<file path="src/rtl/core/rdt_pkg.sv">
`timescale 1ns / 1ps
// ----------------------------------------------------------------------------
// rdt_pkg
// Shared types and constants for the record duplicate tracker.
// ----------------------------------------------------------------------------
package rdt_pkg;

    // Default bitmap size in records
    localparam int DEF_MAX_RECORDS = 65536;

    // Bitmap row width: records per memory word
    localparam int ROW_BITS = 8;
    localparam int BIT_W    = $clog2(ROW_BITS);

    // Field widths
    localparam int REC_W = 17;   // record count, received and missing counts
    localparam int TOT_W = 32;   // invalid and duplicate totals
    localparam int ID_W  = 64;

    localparam logic [REC_W-1:0] RECV_MAX      = {REC_W{1'b1}};
    localparam logic [TOT_W-1:0] TOT_MAX       = {TOT_W{1'b1}};
    localparam logic [REC_W-1:0] COUNT_RST_VAL = 17'd65536;

    // Request codes
    localparam logic REQ_RECORD  = 1'b0;
    localparam logic REQ_SESSION = 1'b1;

    // Result classification
    typedef enum logic [1:0] {
        OUT_UNIQUE    = 2'd0,
        OUT_DUPLICATE = 2'd1,
        OUT_INVALID   = 2'd2,
        OUT_SUMMARY   = 2'd3
    } outcome_t;

    // Classification event from the lookup control to the tally unit
    typedef struct packed {
        logic     valid;
        outcome_t outcome;
    } tally_ev_t;

endpackage

</file>
<file path="src/rtl/core/rdt_tally.sv">
`timescale 1ns / 1ps
// ----------------------------------------------------------------------------
// rdt_tally
// Session totals and the registered result port.
// ----------------------------------------------------------------------------
module rdt_tally import rdt_pkg::*; #(
    parameter int CNT_W = REC_W
) (
    input  logic             clk,
    input  logic             rst_n,
    input  tally_ev_t        ev,
    input  logic [CNT_W-1:0] eff_count,
    output logic             done,
    output logic [1:0]       outcome,
    output logic [REC_W-1:0] received_count,
    output logic [TOT_W-1:0] invalid_count,
    output logic [TOT_W-1:0] duplicate_count,
    output logic [REC_W-1:0] missing_count
);

    logic [REC_W-1:0] recv_reg, recv_next, recv_upd;
    logic [TOT_W-1:0] inv_reg, inv_next, inv_upd;
    logic [TOT_W-1:0] dup_reg, dup_next, dup_upd;
    logic [CNT_W-1:0] recv_ext;
    logic [CNT_W-1:0] miss_diff;
    logic [REC_W-1:0] miss_val;

    logic             done_reg;
    logic [1:0]       outcome_reg;
    logic [REC_W-1:0] recv_out_reg;
    logic [TOT_W-1:0] inv_out_reg;
    logic [TOT_W-1:0] dup_out_reg;
    logic [REC_W-1:0] miss_out_reg;

    // Saturating update for the classified item
    always_comb
    begin
        recv_upd = recv_reg;
        inv_upd  = inv_reg;
        dup_upd  = dup_reg;
        case (ev.outcome)
            OUT_UNIQUE:
            begin
                if (recv_reg != RECV_MAX)
                    recv_upd = recv_reg + REC_W'(1);
            end
            OUT_DUPLICATE:
            begin
                if (dup_reg != TOT_MAX)
                    dup_upd = dup_reg + TOT_W'(1);
            end
            OUT_INVALID:
            begin
                if (inv_reg != TOT_MAX)
                    inv_upd = inv_reg + TOT_W'(1);
            end
            default: ;  // summary reports totals unchanged
        endcase
    end

    // Next totals: session end clears them after the report
    always_comb
    begin
        recv_next = recv_reg;
        inv_next  = inv_reg;
        dup_next  = dup_reg;
        if (ev.valid)
        begin
            if (ev.outcome == OUT_SUMMARY)
            begin
                recv_next = '0;
                inv_next  = '0;
                dup_next  = '0;
            end
            else
            begin
                recv_next = recv_upd;
                inv_next  = inv_upd;
                dup_next  = dup_upd;
            end
        end
    end

    // Missing count, floored at zero and saturated to the field width
    always_comb
    begin
        recv_ext  = CNT_W'(recv_upd);
        miss_diff = eff_count - recv_ext;
        if (eff_count <= recv_ext)
            miss_val = '0;
        else if (miss_diff > CNT_W'(RECV_MAX))
            miss_val = RECV_MAX;
        else
            miss_val = miss_diff[REC_W-1:0];
    end

    // Totals and result strobe
    always_ff @(posedge clk or negedge rst_n)
    begin
        if (!rst_n)
        begin
            recv_reg <= '0;
            inv_reg  <= '0;
            dup_reg  <= '0;
            done_reg <= 1'b0;
        end
        else
        begin
            recv_reg <= recv_next;
            inv_reg  <= inv_next;
            dup_reg  <= dup_next;
            done_reg <= ev.valid;
        end
    end

    // Result payload
    always_ff @(posedge clk)
    begin
        if (ev.valid)
        begin
            outcome_reg  <= ev.outcome;
            recv_out_reg <= recv_upd;
            inv_out_reg  <= inv_upd;
            dup_out_reg  <= dup_upd;
            miss_out_reg <= miss_val;
        end
    end

    assign done            = done_reg;
    assign outcome         = outcome_reg;
    assign received_count  = recv_out_reg;
    assign invalid_count   = inv_out_reg;
    assign duplicate_count = dup_out_reg;
    assign missing_count   = miss_out_reg;

endmodule

</file>
<file path="config.mk">
export PLATFORM = sky130hd
export DESIGN_NAME = rdt_tally
export DESIGN_NICKNAME = d
export VERILOG_FILES = /design/src/rtl/core/rdt_pkg.sv /design/src/rtl/core/rdt_tally.sv
export SDC_FILE = /design/constraint.sdc
export NUM_CORES = 1
export LEC_CHECK = 0
export BUFFER_PORTS_ARGS = -buffer_cell sky130_fd_sc_hd__buf_2
export CORE_MARGIN = 2
export CORE_UTILIZATION = 60
export DETAILED_ROUTE_END_ITERATION = 8
export PLACE_DENSITY = 0.82
export SKIP_CTS_REPAIR_TIMING = 1
export SYNTH_ARGS = -nofsm -noshare
export SYNTH_HDL_FRONTEND = slang
export SYNTH_SLANG_ARGS = --single-unit
</file>
<file path="constraint.sdc">
create_clock -name clk -period 8.75 [get_ports clk]
set_input_delay 1.3125 -clock clk [delete_from_list [all_inputs] [get_ports clk]]
set_output_delay 1.3125 -clock clk [all_outputs]
set_load 0.1 [all_outputs]
</file>
==> key figures, run 1 <==
Routing
  – Drt pass-1 iters: 5
  – Post-route ant nets: 0
  – Routed len/inst: 17.4 um
  – Routed vias/inst: 6.02
  – DR vias: 7403
  – DRC: 0
  – Starting DRT DRC Count: 658
  – Routed WL: 21300 um

Floorplanning
  – Io pins: 123
  – Initial Util: 60.8%
  – Die Y: 130 um
  – Row count: 46
  – Core Area: 0.0157 sq mm
  – Die area: 0.0169 sq mm
  – Die W: 130 um

Final layout
  – Filler Cell Count: 1236
  – Synthesis-to-layout area growth: 13.8%
  – ANT cells: 0
  – Fraction of layout cells with a size suffix above 1: 18.8%
  – Post-Layout Cell Count: 1229
  – Post-layout nets: 1043

Placement
  – Input/output buffers: 122
  – Placed insts: 1197
  – RD Place Congestion: 0.857
  – Setup WS pre-CTS: 3.36 ns
  – DP Wirelength: 14200 um

Clocking
  – TritonCTS Buffers: 17
  – Clock sink count: 182
  – Clock root cell: clkbuf_16
  – CTS tree: done
  – Worst-path clk slew: 0.07 ns
  – H-tree levels: 4
  – Insertion delay to the later sink of the worst-skew pair: 0.43 ns
  – CTS max path bufs: 2

Run
  – Max cap viols: 0

Worst setup path
  – Critical path's largest stage delay: 0.79 ns
  – Crit path DAT: 5.23 ns
  – Critical path cell sequence: buf_2, or2_2, a21oi_1, nor2b_1, xnor2_1, ha_1, a211oi_1, nor2_1, o211ai_1, a31oi_1, o21ai_1, a2111oi_0
  – Kind of critical path: in -> reg
  – Delay-heaviest family, CP: compound AO/OA/AOI/OAI gates
  – Critical Path Fanout Max: 15
  – Startpoint Class: input port
  – Critical path's slowest cell: o21ai_1
  – Buffers & Inverters on Critical Path: 1
  – CP Data Required Time: 8.89 ns
  – Worst setup EP type: register

Logic synthesis
  – Post-synth EDFFs: 100
  – Syn Std Cell Area: 0.00955 sq mm
  – Area leader, netlist: edfxtp_1
  – Cell variety after synth: 66
  – Synth top cells by count: 100 x edfxtp_1, 82 x dfrtp_1, 74 x nand2_1
  – Syn Inst Count: 894
  – Top post-synthesis cells by area: edfxtp_1 31%, dfrtp_1 21%, xor2_1 3.9%
  – Mean post-synth cell area: 10.7 sq um
  – Yosys top cell area share: 31.5%
  – Ys Warns: 0
  – Synth async-reset ratio: 45.1%
  – Sequential share of the synthesized area: 52.9%
  – Synth Register Bits: 182
  – Count leader, synth: edfxtp_1
  – Post-synth top flop: edfxtp_1
  – Synthesized Nets: 937

Hold path
  – Hold Crit Class: reg -> reg

Power and ir drop
  – Pwr dens: 194 mW/mm^2
  – Leak: 4.65 nW
  – Peak supply drop: 0.000136 V

Global routing
  – Gr usage total: 25.6%
  – Vias in the first global route: 6731
  – Pin count of the biggest net entering global routing: 83
  – Initial antenna violation count: 0
  – First-pass GRT wire length: 33400 um
  – Gr ovfl total: 0

STA
  – Worst hold slack: 0.534 ns
  – Slew @ Worst Pin: 0.991 ns
  – Final worst-path cycle share: 58.2%
  – Final Max Tran Viols: 0
  – Unrepaired setup endpoints after global routing: no
  – Final Hold Fails: 0
  – Clock skew: 0.00612 ns
  – Setup ws final: 3.66 ns
  – Setup TNS: 0 ns
  – Final setup violation count: 0
  – Final min period: 5.09 ns
  – Relative slew slack: 33.5%
  – F_max: 197 MHz

Status
  – Status: finished clean
## report_power, final
group          total [W]  internal [W]  switching [W]  leakage (nW)
logic           0.000413     0.0000696       0.000343          2.28
registers       0.000969      0.000949      0.0000195          2.11
clock network   0.000724      0.000378       0.000346         0.261
## final timing paths
| check | start | end | slack (ns) | cells after the start |
|---|---|---|---|---|
| min in group asynchronous | rst_n | inv_reg[30] | 0.69 | 1 |
| worst min-delay path | inv_reg[30] | inv_reg[30] | 0.53 | 1 |
| worst min register to register | inv_reg[30] | inv_reg[30] | 0.53 | 1 |
| max in group asynchronous | rst_n | inv_reg[3] | 6.89 | 2 |
| worst max register to register | recv_reg[0] | missing_count[14] | 4.22 | 13 |
| worst max-delay path | ev[1] | missing_count[14] | 3.66 | 12 |
## kinds of logic (layout without fill, tap and decap cells)
kind of cell	after synthesis	after routing	synth area share, %
and+or+nand+nor	319	319	17.9
AOI/OAI and AO/OA	214	214	15.0
DFF	182	182	52.9
xor gates and xnor gates	85	85	7.80
buffers and inverters	69	188	3.07
adders and majority gates	21	21	2.83
muxes	4	4	0.433
## placed cells by master, fill, tap and decap left out, types with 6 or more instances in the layout
cell / netlist / layout
inv_6: 0 / 6
nor2b_1: 6 / 6
nand4_1: 21 / 21
edfxtp_1: 100 / 100
and4_1: 16 / 16
dfrtp_1: 82 / 82
nor3_1: 17 / 17
and3_2: 6 / 6
nor2_1: 53 / 52
nand3_1: 40 / 40
clkbuf_16: 0 / 17
o31ai_1: 21 / 21
o21ai_0: 70 / 70
and3_1: 26 / 26
or3_1: 9 / 9
buf_4: 4 / 9
nand2b_1: 11 / 11
a21oi_1: 30 / 30
buf_2: 11 / 120
xnor2_1: 42 / 42
xor2_1: 43 / 43
and2_1: 15 / 15
a22o_1: 17 / 17
nor3b_1: 8 / 8
ha_1: 20 / 20
inv_1: 26 / 26
a31oi_1: 29 / 29
nand2_1: 74 / 73
## routing by layer
metal | track usage (%) | routed length [um]
met1 | 33.8 | 9150
met3 | 5.62 | 1400
met5 | 0 | 0
met4 | 8.41 | 418
met2 | 42.3 | 10400
## metrics by stage
stage	utilization [%]	total power (W)	cell area, sq um
6_report	69.1	0.00211	10900
5_1_grt	69.1	0.00217	10900
4_1_cts	69.1	0.00211	10900
3_5_place_dp	65.6	0.00140	10300
3_3_place_gp	65.6	0.00139	10300
2_1_floorplan	-	0.00132	9550
## final cells by class
type                    instances  area, sq um  share of cell area [%]
repair buffers                130          679                    6.25
well taps                     216          270                    2.49
multi-input cells             643         4200                    38.7
flip-flops and latches        182         5050                    46.5
inverters                      26         97.6                   0.898
clock inverters                14          118                    1.08
clock buffers                  18          439                    4.04
## worst reg2reg max path: cells and delay by family (launching register included)
kind            cells  cell delay (ns)
compound gates      6             2.38
simple gates        4             0.66
fa+ha+maj           2             0.60
flops               1             0.43
xor+xnor            1             0.18
(Power assumes the default switching activity.)
==> inputs of run 2 (changes only) <==
--- a/config.mk
+++ b/config.mk
@@ -7,9 +7,9 @@
 export LEC_CHECK = 0
 export BUFFER_PORTS_ARGS = -buffer_cell sky130_fd_sc_hd__buf_2
 export CORE_MARGIN = 2
-export CORE_UTILIZATION = 60
+export CORE_UTILIZATION = 58
 export DETAILED_ROUTE_END_ITERATION = 8
-export PLACE_DENSITY = 0.82
+export PLACE_DENSITY = 0.8
 export SKIP_CTS_REPAIR_TIMING = 1
 export SYNTH_ARGS = -nofsm -noshare
 export SYNTH_HDL_FRONTEND = slang
==> constraint.sdc (replaced) <==
create_clock -name clk -period 5.3 [get_ports clk]
set_input_delay 0.795 -clock clk [delete_from_list [all_inputs] [get_ports clk]]
set_output_delay 0.795 -clock clk [all_outputs]
set_load 0.1 [all_outputs]
==> run 2 against run 1 <==
Effect of this change: combinational power rose by 65%; critical path depth increased by 3; first-iteration DRC count rose by 8.5%; critical path type is now reg -> reg.
==> key figures, run 2 (synthesis results as in run 1) <==
Global routing
  – Gr ovfl total: 0
  – Gr usage total: 24.5%
  – First-pass GRT wire length: 34400 um
  – Initial antenna violation count: 0
  – Vias in the first global route: 6870
  – Pin count of the biggest net entering global routing: 91

STA
  – Final worst-path cycle share: 82.7%
  – Slew @ Worst Pin: 1.19 ns
  – Final setup violation count: 0
  – Final Hold Fails: 0
  – Setup TNS: 0 ns
  – Unrepaired setup endpoints after global routing: no
  – F_max: 228 MHz
  – Final Max Tran Viols: 0
  – Final min period: 4.39 ns
  – Clock skew: 0.0110 ns
  – Relative slew slack: 20.2%

Clocking
  – Clock root cell: clkbuf_16
  – Worst-path clk slew: 0.07 ns
  – H-tree levels: 4
  – TritonCTS Buffers: 17
  – CTS tree: done
  – Clock sink count: 182
  – CTS max path bufs: 2
  – Insertion delay to the later sink of the worst-skew pair: 0.43 ns

Worst setup path
  – Buffers & Inverters on Critical Path: 2
  – Critical path cell sequence: ha_1, nand2_1, or3_1, nor3_2, nand4_1, xnor2_1, inv_1, ha_1, a211oi_1, o21ai_0, a21oi_1, a31oi_1, o21ai_1, buf_4, nor3_1
  – Delay-heaviest family, CP: compound AO/OA/AOI/OAI gates
  – Worst setup EP type: register
  – Critical path's slowest cell: o21ai_1
  – R2R cell count: 15
  – R2R Path Start: recv_reg[0]
  – Critical path's largest stage delay: 0.57 ns
  – Kind of critical path: reg -> reg
  – Flop2flop setup slack: 0.91 ns
  – Critical Path Fanout Max: 9
  – Capturing point of the worst reg2reg path: missing_count[7]
  – Startpoint Class: register
  – Cell mode on critical path: ha_1
  – Crit path DAT: 4.57 ns
  – CP Data Required Time: 5.48 ns

Floorplanning
  – Io pins: 123
  – Initial Util: 59.7%
  – Die W: 132 um
  – Row count: 46
  – Core Area: 0.0160 sq mm
  – Die area: 0.0175 sq mm
  – Die Y: 132 um

Routing
  – DRC: 0
  – Drt pass-1 iters: 5
  – Starting DRT DRC Count: 714
  – Routed vias/inst: 5.96
  – Post-route ant nets: 0
  – Routed WL: 21100 um
  – Routed len/inst: 17.2 um
  – DR vias: 7327

Run
  – Max cap viols: 0

Final layout
  – Most frequent cells in the layout: 120 x buf_2, 100 x edfxtp_1, 82 x dfrtp_1
  – Post-Layout Cell Count: 1229
  – Commonest non-fill, non-tap cell in the layout: buf_2
  – Fraction of layout cells with a size suffix above 1: 18.6%
  – Post-layout nets: 1043
  – Synthesis-to-layout area growth: 14.3%
  – Design area: 0.0109 sq mm
  – ANT cells: 0

Placement
  – Placed insts: 1197
  – Input/output buffers: 122
  – Post-DP Area: 0.0103 sq mm
  – DP Wirelength: 13800 um
  – RD Place Congestion: 0.878

Power and ir drop
  – Peak supply drop: 0.000216 V
  – Pwr dens: 328 mW/mm^2
  – Total power: 0.00358 W
  – Leak: 4.68 nW

Status
  – Status: finished clean

Hold path
  – Hold Crit Class: in -> async
## run 2: cell count changes in the layout (fill, tap and decap cells not counted), moves of 2 or more
cell        before  now
clkinv_2         0    2
clkinv_4         4    0
bufinv_16        0    3
clkbuf_1         0    2
clkinvlp_4       4    2
## run 2: per-layer routing
| metal | GRT usage [%] | vias up | share of wire (%) |
|---|---|---|---|
| met3 | 3.69 | 26 | 5.3 |
| met4 | 8.00 | 0 | 1.7 |
| met5 | 0 | - | 0 |
| met1 | 35.1 | 3535 | 46 |
| li1 | - | 3536 | - |
| met2 | 38.6 | 230 | 47 |
## run 2: metrics by stage
stage / setup WS (ns) / hold WS (ns) / utilization [%]
after floorplan: 1.21 / 0.479 / -
after global placement: 0.732 / 0.505 / 64.4
after detailed placement: 0.570 / 0.516 / 64.4
after CTS: 0.994 / 0.386 / 68.2
after global routing: 0.585 / 0.407 / 68.2
final: 0.914 / 0.363 / 68.2
## run 2: how the worst max path moves through the flow
stage	endpoint	from	depth (start not counted)	slack (ns)
3_5_place_dp	missing_count[7]	ev[1]	15	0.57
3_3_place_gp	missing_count[5]	ev[1]	15	0.73
5_1_grt	missing_count[7]	recv_reg[0]	15	0.59
2_1_floorplan	missing_count[13]	ev[1]	14	1.21
4_1_cts	missing_count[7]	recv_reg[0]	15	0.99
6_report	missing_count[7]	recv_reg[0]	15	0.91
## run 2: worst register-to-register path, cell delays in order, from the launching register on
cell and delay, ns:
dfrtp_1 0.42, ha_1 0.25, nand2_1 0.08, or3_1 0.35
nor3_2 0.34, nand4_1 0.22, xnor2_1 0.26, inv_1 0.07
ha_1 0.35, a211oi_1 0.34, o21ai_0 0.16, a21oi_1 0.25
a31oi_1 0.15, o21ai_1 0.57, buf_4 0.28, nor3_1 0.06
## run 2: cell type report
class	instances	area (sq um)
fillers	1235	5090
flip-flops and latches	182	5050
multi-input cells	643	4210
repair buffers	130	679
clock buffers	19	433
well taps	216	270
clock inverters	13	168
inverters	26	97.6
## run 2: power by group
part           internal, W  switching [W]
Sequential         0.00157      0.0000313
Clock             0.000750       0.000549
Combinational     0.000116       0.000567
